**src/design/pft_pkg.sv**
```systemverilog
// Shared types and constants for the pose frame transform pipeline.
// Used by every module of the block; no dependencies.
package pft_pkg;

  localparam int CordicStagesDef = 16;
  localparam int CW = 34;

  localparam logic signed [CW-1:0] XInit = CW'(32'sh26DD3B6A);

  localparam logic [31:0] ATAN_TAB [32] = '{
    32'h20000000, 32'h12E4051E, 32'h09FB385B, 32'h051111D4, 32'h028B0D43,
    32'h0145D7E1, 32'h00A2F61E, 32'h00517C55, 32'h0028BE53, 32'h00145F2F,
    32'h000A2F98, 32'h000517CC, 32'h00028BE6, 32'h000145F3, 32'h0000A2FA,
    32'h0000517D, 32'h000028BE, 32'h0000145F, 32'h00000A30, 32'h00000518,
    32'h0000028C, 32'h00000146, 32'h000000A3, 32'h00000051, 32'h00000029,
    32'h00000014, 32'h0000000A, 32'h00000005, 32'h00000003, 32'h00000001,
    32'h00000001, 32'h00000000
  };

  typedef struct packed {
    logic               action;
    logic signed [31:0] pose_x;
    logic signed [31:0] pose_y;
    logic signed [15:0] pose_heading;
    logic signed [31:0] vec_x;
    logic signed [31:0] vec_y;
  } pft_in_t;

  typedef struct packed {
    logic signed [31:0] rot_x;
    logic signed [31:0] rot_y;
    logic signed [31:0] offset_x;
    logic signed [31:0] offset_y;
    logic signed [15:0] heading_out;
  } pft_out_t;

  typedef struct packed {
    logic signed [31:0] pose_x;
    logic signed [31:0] pose_y;
    logic signed [31:0] vec_x;
    logic signed [31:0] vec_y;
    logic signed [15:0] heading;
    logic               flip;
  } pft_side_t;

endpackage

```
**src/design/pft_prep.sv**
```systemverilog
// Angle preparation stage: heading negate, half-turn fold, CORDIC angle.
// Depends on pft_pkg.
module pft_prep
  import pft_pkg::*;
(
  input  logic                 clk_i,
  input  logic                 rst_ni,
  input  logic                 en_i,
  input  logic                 valid_i,
  input  pft_in_t              data_i,
  output logic                 valid_o,
  output logic signed [CW-1:0] z_o,
  output pft_side_t            side_o
);

  logic signed [15:0]   a16;
  logic signed [16:0]   a17;
  logic signed [16:0]   af;
  logic                 flip;
  logic signed [CW-1:0] z_d;
  logic signed [CW-1:0] z_q;
  pft_side_t            side_d;
  pft_side_t            side_q;
  logic                 valid_q;

  always_comb begin
    a16 = data_i.action ? 16'(16'sd0 - data_i.pose_heading) : data_i.pose_heading;
    a17 = 17'(a16);
    flip = 1'b0;
    af = a17;
    if (a16 > 16'sd16384) begin
      af = a17 - 17'sd32768;
      flip = 1'b1;
    end else if (a16 < -16'sd16384) begin
      af = a17 + 17'sd32768;
      flip = 1'b1;
    end
    z_d = CW'(af) <<< 16;
    side_d.pose_x  = data_i.pose_x;
    side_d.pose_y  = data_i.pose_y;
    side_d.vec_x   = data_i.vec_x;
    side_d.vec_y   = data_i.vec_y;
    side_d.heading = data_i.pose_heading;
    side_d.flip    = flip;
  end

  always_ff @(posedge clk_i or negedge rst_ni) begin
    if (!rst_ni) begin
      valid_q <= 1'b0;
    end else if (en_i) begin
      valid_q <= valid_i;
    end
  end

  always_ff @(posedge clk_i) begin
    if (en_i) begin
      z_q    <= z_d;
      side_q <= side_d;
    end
  end

  assign valid_o = valid_q;
  assign z_o     = z_q;
  assign side_o  = side_q;

endmodule

```
**config.mk**
```make
export PLATFORM = sky130hd
export DESIGN_NAME = pft_prep
export DESIGN_NICKNAME = d
export VERILOG_FILES = /design/src/design/pft_pkg.sv /design/src/design/pft_prep.sv
export SDC_FILE = /design/constraint.sdc
export NUM_CORES = 1
export LEC_CHECK = 0
export BUFFER_PORTS_ARGS = -buffer_cell sky130_fd_sc_hd__buf_2
export CORE_MARGIN = 10
export CORE_UTILIZATION = 47
export CTS_CLUSTER_DIAMETER = 150
export CTS_CLUSTER_SIZE = 20
export DETAILED_ROUTE_END_ITERATION = 16
export PLACE_DENSITY = 0.91
export SKIP_LAST_GASP = 1
export SLEW_MARGIN = 20
export SYNTH_ARGS = -nofsm -noshare
export SYNTH_HDL_FRONTEND = slang
export SYNTH_SLANG_ARGS = --single-unit
```
**constraint.sdc**
```tcl
create_clock -name clk_i -period 2.2 [get_ports clk_i]
set_input_delay 0.33 -clock clk_i [delete_from_list [all_inputs] [get_ports clk_i]]
set_output_delay 0.33 -clock clk_i [all_outputs]
set_load 0.005 [all_outputs]
```
Word level (Yosys, flattened, before mapping)
Index checks and enable logic that the tools add are counted.
- word-level logic and storage cells: 17
- register bits: 163
- bits of input ports: 149
- magnitude comparators: 2
- add/subtract/negate cells: 3
- multiplexer cells: 4
- operator list (operator ; number):
    2-to-1 mux 17 bit ; 2
    adder 16 x 17 -> 17 bit (second input constant) ; 1
    subtractor 16 x 17 -> 17 bit (second input constant) ; 1
    greater-than comparator 16 bit (second input constant) ; 1
    less-than comparator 16 x 15 -> 1 bit (second input constant) ; 1
    2-to-1 mux 16 bit ; 1
    subtractor 1 x 16 -> 16 bit (first input constant) ; 1
    2-to-1 mux 1 bit ; 1

Longest topological paths before layout
Gate-level depths: netlist (run 1).
- depth in word-level cells: 5
- gate-level depth with buffers: 9
- depth with buffers taken out: 9

Worst setup path before layout (run 1)
No wires, ideal clock.
- path kind: input-to-reg
- from: input port data_i[65] (netlist bit)
- to: register z_q[31] (netlist: z_o[31]) (data pin)
- required time: 1.933 ns
- arrival time: 2.163 ns
- stages: 8
- library setup time: 0.267 ns
- slack: -0.229 ns
- buffers on the path: 0
- cell sequence: inv_1 -> ha_1 -> or3b_1 -> or4_1 -> a211oi_1 -> a41oi_1 -> nor4b_4 -> a21oi_1
- longest elaborated chain between the ends: 5
- RTL lines (item ; line ; source):
    from (decl) ; pft_prep.sv:10 ; input pft_in_t data_i,
    subtractor 1 x 16 -> 16 bit ; pft_prep.sv:27 ; a16 = data_i.action ? 16'(16'sd0 - data_i.pose_heading) : data_i.pose_heading;
    2-to-1 mux 16 bit * ; pft_prep.sv:27 ;
    adder 16 x 17 -> 17 bit or less-than comparator 16 x 15 -> 1 bit (tied branches) ; pft_prep.sv:35, pft_prep.sv:34 ;
    2-to-1 mux 17 bit ; pft_prep.sv:34 ; end else if (a16 < -16'sd16384) begin
    2-to-1 mux 17 bit * ; pft_prep.sv:31 ; if (a16 > 16'sd16384) begin
    via af[15] ; pft_prep.sv:18 ; logic signed [16:0] af;
    to (signal assigned) ; pft_prep.sv:57 ; z_q <= z_d;
    to (decl) ; pft_prep.sv:21 ; logic signed [CW-1:0] z_q;
Mark *: on every way through the listed nets, which the timed path passes. The rest lies on a longest branch.
A chain may end at the register's enable or synchronous reset.

Worst setup path in the final report (run 1)
- from: input port data_i[64] (netlist bit)
- to: register z_q[31] (netlist: z_o[31]) (data pin)
- longest elaborated chain between the ends: 5
- RTL lines (item ; line ; source):
    subtractor 1 x 16 -> 16 bit * ; pft_prep.sv:27 ;
    2-to-1 mux 16 bit * ; pft_prep.sv:27 ;
    via a16[4] ; pft_prep.sv:16 ; logic signed [15:0] a16;
    adder 16 x 17 -> 17 bit or less-than comparator 16 x 15 -> 1 bit (tied branches) ; pft_prep.sv:35, pft_prep.sv:34 ;
    2-to-1 mux 17 bit ; pft_prep.sv:34 ;
    2-to-1 mux 17 bit * ; pft_prep.sv:31 ;
    via af[15] ; pft_prep.sv:18 ;
Marks and branches as above.

==> out/metrics.csv, run 1 <==
stage,metric,value,unit
outcome,status,completed,
worst_setup_path,path_max_fanout,6,
synthesis,synth_compound_area_frac,0.0323,
die,ios,329,
synthesis,synth_area,5650,sq um
power_and_ir_drop,ir_drop,0.528,mV
clock_tree,clkTransAtPathRegs,0.06,ns
sta,rsz0062_at_grt,yes,
sta,timing.final.max_slew_violations,0,
sta,setup_viol,0,
worst_setup_path,cp-start-kind,primary input,
power_and_ir_drop,clockPowerShare,0.369,
global_routing,grt_pass1_vias,4062,
worst_setup_path,max_stage_delay,0.56,ns
routing,first_iter_violations,254,
routing,vias,3848,
power_and_ir_drop,p_switching,0.00161,W
synthesis,async_reset_ff_frac,0.00617,
global_routing,grt_pass1_wl,24.5,mm
finish,final_cell_mix,"309 x buf_2, 161 x edfxtp_1, 33 x buf_4, 17 x clkbuf_16, 16 x conb_1",
routing,drc_errors,0,
die,fp.coreArea,11600,sq um
die,die_width,130,um
die,die_y,130,um
worst_setup_path,slowest_stage,or4_4,
place,post-place-ws,-0.440,ns
sta,fin_crit,2.20,ns
synthesis,synth-seq-area-share,0.860,
finish,layout_commonest_cell,buf_2,
global_routing,antenna_found_initial,1,
power_and_ir_drop,internal_power,0.00548,W
min_path,hp-class,primary input to register,
synthesis,yosysWarnings,0,
finish,final_net_count,775,
power_and_ir_drop,p_sw_frac,0.228,
worst_setup_path,crit_type,primary input to register,
die,start_util,0.487,
power_and_ir_drop,leakagePower,3.47,nW
worst_setup_path,end_kind,register,
power_and_ir_drop,pwr-share-seq,0.529,
worst_setup_path,crit_required,2.34,ns
synthesis,yosys.area_share.simple,0.0467,
routing,drtAntennaViolNets,0,
finish,fill_cells,775,
job,maxCapViolations,0,
synthesis,synthAdderAreaFrac,0.00221,
global_routing,grt.total_usage,0.198,
die,row_count,39,
routing,route.detailed.wl_per_inst,22.7,um
synthesis,ys.flop_type,edfxtp_1,
finish,drive_gt1_frac,0.627,
sta,timing.final.crit_share,0.999,
clock_tree,numClockSinks,162,
clock_tree,cts_buffers,17,
worst_setup_path,worst-path-buf-inv,3,
place,port_buffers,312,
synthesis,synthCells,268,
routing,via_per_inst,4.92,
clock_tree,cts_tree,built,
power_and_ir_drop,power.total,0.00709,W
clock_tree,clkLatencyLatePin,0.40,ns
place,gp_congestion,0.855,
routing,dr.pass1.iters,4,
worst_setup_path,cp_cell_sequence,buf_8 -> inv_4 -> ha_4 -> buf_6 -> nor3b_2 -> o211ai_1 -> or4_4 -> a211o_1 -> nor4b_4 -> a21oi_1,
sta,fin_ws,0.00180,ns
synthesis,synth_top_family_by_area,simple AND/OR/NAND/NOR gates,
clock_tree,cts.root.buffer_cell,clkbuf_16,
synthesis,syn_avg_cell_area,21.1,sq um
sta,skew,0,ns
synthesis,synth_cell_types,46,
sta,hold_viol,0,
power_and_ir_drop,power_density,867,nW/um^2
sta,fmax,455,MHz
synthesis,synth_xor_xnor_area_share,0.0217,
worst_setup_path,path_delay_family,simple AND/OR/NAND/NOR gates,
place,dp_hpwl,14.2,mm
power_and_ir_drop,p_comb_frac,0.102,
global_routing,grt_max_degree,54,
clock_tree,htreeDepth,4,
finish,syn_to_final_growth,44.7,%
routing,routed_wl,17.7,mm
synthesis,ys_ff_latch,162,
clock_tree,cts_buffer_depth,2,
global_routing,grt_remaining_overflow,0,
die,die_area,16800,sq um
worst_setup_path,crit_arrival,2.34,ns
synthesis,muxShareOfSynthArea,0.00199,
synthesis,synth_edf_count,161,
-- worst paths after layout --
check / startpoint / endpoint / slack, ns / depth (start not counted)
min in group asynchronous: rst_ni / valid_o$_DFFE_PN0P_ / 0.23 / 2
max: data_i[64] / z_o[31]$_DFFE_PP_ / 0.002 / 10
min: data_i[15] / side_o[32]$_DFFE_PP_ / 0.1 / 1
max reg2reg: valid_o$_DFFE_PN0P_ / valid_o$_DFFE_PN0P_ / 1.44 / 1
max in group asynchronous: rst_ni / valid_o$_DFFE_PN0P_ / 1.89 / 2
min reg2reg: valid_o$_DFFE_PN0P_ / valid_o$_DFFE_PN0P_ / 0.54 / 1
-- synthesized netlist by cell type (2+ instances only) --
cell | n | area [sq um]
edfxtp_1 | 161 | 4830
buf_4 | 18 | 135
xnor2_1 | 12 | 105
nand2_1 | 5 | 18.8
inv_1 | 4 | 15.0
nor3_1 | 4 | 20.0
o21ai_0 | 4 | 20.0
o31ai_1 | 4 | 30.0
a21oi_1 | 3 | 15.0
buf_2 | 3 | 15.0
nand2b_1 | 3 | 18.8
or4_1 | 3 | 22.5
a41oi_1 | 2 | 17.5
buf_6 | 2 | 22.5
nand3_1 | 2 | 10.0
nor4_2 | 2 | 25.0
o211ai_1 | 2 | 15.0
o21ai_1 | 2 | 10.0
o31ai_2 | 2 | 25.0
or2_2 | 2 | 12.5
or3_1 | 2 | 12.5
xor2_1 | 2 | 17.5
-- metal layers --
layer / part of all wire / track usage / up-vias
li1: - / - / 1739
met1: 0.33 / 0.199 / 1871
met2: 0.56 / 0.372 / 215
met3: 0.095 / 0.0685 / 23
met4: 0.017 / 0.0688 / 0
met5: 0 / 0 / -
-- final cells by class --
type                            count  area, sq um  area share
Antenna cell                        1         2.50    0.000306
Timing Repair Buffer              348         1880       0.229
Multi-Input combinational cell     92          696      0.0850
Clock buffer                       17          425      0.0520
Clock inverter                     15          111      0.0136
Sequential cell                   162         4860       0.594
Tap cell                          143          179      0.0219
Inverter                            4         30.0     0.00367
-- power by group through the flow --
stage / Combinational, W / Clock [W] / Sequential, W
6_report: 0.000721 / 0.00262 / 0.00375
3_5_place_dp: 0.000718 / 0 / 0.00382
3_3_place_gp: 0.000693 / 0 / 0.00380
2_1_floorplan: 0.000126 / 0 / 0.00385
4_1_cts: 0.000724 / 0.00267 / 0.00375
5_1_grt: 0.000777 / 0.00279 / 0.00377
-- repair_timing --
item                                    CTS  global route
endpoints found under the setup margin    0             3
gates resized for setup                   0            11
buffers inserted                          0             1
hold endpoints to repair                  1             0
hold buffers                              1             0
-- registers in the layout, indices dropped and copies added, names as in the netlist --
signal / count
side_o: 145
z_o: 16
valid_o: 1
-- through the flow --
step	TNS (ns)	std cells	hold slack, ns	instance area [sq um]	utilization
finish	0	782	0.0979	8180	0.704
detailed placement	-1.27	747	0.110	7580	0.653
floorplan	-0.448	283	0.0344	5750	-
CTS	0	780	0.0790	8130	0.700
global placement	-1.02	747	0.106	7580	0.653
global route	-0.0556	782	0.0779	8180	0.704
-- cells by family (layout without fill, tap and decap cells) --
logic type               Yosys count  count (layout)
flip-flops                       162             162
AND/OR/NAND/NOR                   36              36
buffers and inverters             29             384
AO/OA/AOI/OAI                     24              24
XOR/XNOR                          14              14
adder cells (fa/ha/maj)            1               1
other                              1              17
multiplexers                       1               1
Note: power is estimated with default switching activity, not from simulation.
==> run 2: changes to the inputs <==
--- a/config.mk
+++ b/config.mk
@@ -5,6 +5,7 @@
 export SDC_FILE = /design/constraint.sdc
 export NUM_CORES = 1
 export LEC_CHECK = 0
+export ABC_AREA = 1
 export BUFFER_PORTS_ARGS = -buffer_cell sky130_fd_sc_hd__buf_2
 export CORE_MARGIN = 10
 export CORE_UTILIZATION = 47
==> out/metrics.csv, run 2 <==
stage,metric,value,unit
synthesis,yosys-top-cells-count,"161 x edfxtp_1, 53 x nand2_1, 23 x inv_1, 19 x buf_4, 18 x nor2_1",
finish,final_net_count,793,
min_path,hp-class,primary input to register,
worst_setup_path,slowest_stage,ha_1,
synthesis,synthCells,311,
clock_tree,clkLatencyLatePin,0.42,ns
sta,hold_viol,0,
finish,stdcell_count,803,
worst_setup_path,cp_cell_sequence,buf_2 -> inv_1 -> ha_1 -> nand2_2 -> nand2_1 -> xor2_1 -> nand2_1 -> nor2_1 -> nand2_1 -> nor2_1 -> nand2_1 -> nand2_2 -> nand2_1,
power_and_ir_drop,ir_drop,0.440,mV
routing,vias,4007,
synthesis,synth_cell_types,26,
place,port_buffers,312,
worst_setup_path,cp-start-kind,primary input,
finish,drive_gt1_frac,0.546,
clock_tree,cts_buffer_depth,2,
routing,drc_errors,0,
global_routing,grt_pass1_wl,26.1,mm
worst_setup_path,path_max_fanout,4,
worst_setup_path,end_kind,register,
clock_tree,htreeDepth,4,
routing,drtAntennaViolNets,0,
power_and_ir_drop,clockPowerShare,0.385,
routing,route.detailed.wl_per_inst,23.7,um
die,start_util,0.485,
die,ios,329,
routing,routed_wl,19.0,mm
global_routing,grt_max_degree,49,
job,maxCapViolations,0,
synthesis,yosysTopAreaCell,edfxtp_1,
die,die_y,129,um
synthesis,ys_ff_latch,162,
power_and_ir_drop,p_comb_frac,0.094,
synthesis,synth_area,5610,sq um
power_and_ir_drop,p_switching,0.00166,W
place,gp_congestion,0.916,
worst_setup_path,max_stage_delay,0.24,ns
power_and_ir_drop,power_density,911,nW/um^2
finish,syn_to_final_growth,40.8,%
global_routing,grt_remaining_overflow,0,
clock_tree,clkTransAtPathRegs,0.07,ns
sta,fin_crit,1.54,ns
sta,tns,0,ns
clock_tree,cts_tree,built,
worst_setup_path,path_delay_family,simple AND/OR/NAND/NOR gates,
sta,fmax,648,MHz
synthesis,synth_edf_count,161,
finish,fill_cells,765,
routing,via_per_inst,4.99,
sta,skew,0,ns
synthesis,synth_top_cell_area_share,0.862,
worst_setup_path,critPathMostFrequentCell,nand2_1,
worst_setup_path,crit_arrival,1.71,ns
outcome,status,completed,
die,die_width,129,um
power_and_ir_drop,leakagePower,3.55,nW
worst_setup_path,regToRegSetupSlack,1.39,ns
die,die_area,16700,sq um
clock_tree,post_cts_buffers,0,
global_routing,grt_pass1_vias,4039,
worst_setup_path,crit_required,2.37,ns
global_routing,grt.total_usage,0.219,
synthesis,async_reset_ff_frac,0.00617,
die,fp.coreArea,11600,sq um
synthesis,yosysWarnings,0,
clock_tree,cts_hold_buf,1,
synthesis,syn_avg_cell_area,18.0,sq um
worst_setup_path,worst-path-buf-inv,2,
finish,final_cell_mix,"311 x buf_2, 161 x edfxtp_1, 53 x nand2_1, 23 x inv_1, 18 x nor2_1",
sta,rsz0062_at_grt,no,
worst_setup_path,crit_type,primary input to register,
global_routing,antenna_found_initial,6,
place,dp.cells,766,
synthesis,yosysMostFrequentCell,edfxtp_1,
synthesis,ys.flop_type,edfxtp_1,
place,dp_hpwl,14.7,mm
sta,timing.final.max_slew_violations,0,
die,row_count,39,
routing,dr.pass1.iters,4,
clock_tree,numClockSinks,162,
power_and_ir_drop,internal_power,0.00554,W
finish,largest_register_ffs,145,
clock_tree,cts_buffers,17,
synthesis,synth_area_leaders,"edfxtp_1 86%, nand2_1 3.5%, buf_4 2.5%, inv_1 1.5%, nor2_1 1.2%",
clock_tree,cts.root.buffer_cell,clkbuf_16,
routing,first_iter_violations,318,
power_and_ir_drop,p_sw_frac,0.230,
synthesis,synth-seq-area-share,0.866,
sta,setup_viol,0,
finish,layout_commonest_cell,buf_2,
power_and_ir_drop,pwr-share-seq,0.521,
clock_tree,cts_resized,0,
sta,timing.final.crit_share,0.702,
## run 2: cell count changes in the layout (fill, tap and decap cells not counted), moves of 4 or more
cell        change
nand2_1        +48
buf_4          -30
inv_1          +21
nor2_1         +17
xnor2_1        -11
nand3_1         +8
clkinvlp_4      -4
nand2_2         +4
o31ai_1         -4
## run 2: stage by stage
stage	utilization	power, W	cell area, sq um	hold WS (ns)	setup WS (ns)
floorplan	-	0.00397	5670	0.0344	0.565
global placement	0.633	0.00445	7320	0.105	0.286
detailed placement	0.633	0.00449	7320	0.106	0.236
CTS	0.682	0.00725	7890	0.0622	0.679
global route	0.683	0.00743	7890	0.0567	0.528
finish	0.683	0.00720	7900	0.0797	0.656
## run 2: layout make-up
cell class | instances | area (sq um) | share of cell area
well taps | 143 | 179 | 0.0226
inverters | 23 | 86.3 | 0.0109
clock inverters | 15 | 134 | 0.0169
repair buffers | 318 | 1640 | 0.208
clock buffers | 17 | 425 | 0.0538
multi-input cells | 121 | 567 | 0.0717
diodes | 4 | 10.0 | 0.00127
flip-flops and latches | 162 | 4860 | 0.615
## run 2: metal layers
layer | GRT usage | share of wire
met5 | 0 | 0.0025
met4 | 0.115 | 0.040
met3 | 0.106 | 0.12
met2 | 0.391 | 0.54
met1 | 0.201 | 0.30
## run 2: logic make-up after synthesis
logic type      after synthesis  synth area share
flops                       162             0.866
simple gates                 94            0.0725
buf+inv                      43            0.0428
compound gates                5           0.00602
xor+xnor                      4           0.00758
fa+ha+maj                     1           0.00223
other cells                   1          0.000668
mux                           1           0.00201
## run 2: final timing paths
check / from / end / depth (start not counted)
hold / removal: data_i[94] / side_o[95]$_DFFE_PP_ / 1
max in group asynchronous: rst_ni / valid_o$_DFFE_PN0P_ / 2
setup reg to reg: valid_o$_DFFE_PN0P_ / valid_o$_DFFE_PN0P_ / 1
min in group asynchronous: rst_ni / valid_o$_DFFE_PN0P_ / 2
hold reg to reg: valid_o$_DFFE_PN0P_ / valid_o$_DFFE_PN0P_ / 1
setup / recovery: data_i[64] / z_o[31]$_DFFE_PP_ / 13
## run 2: power by group through the flow
stage               Sequential (W)  Clock (W)  Combinational (W)
floorplan                  0.00385          0           0.000119
global placement           0.00380          0           0.000655
detailed placement         0.00381          0           0.000677
CTS                        0.00375    0.00281           0.000685
global route               0.00377    0.00293           0.000729
finish                     0.00375    0.00277           0.000679
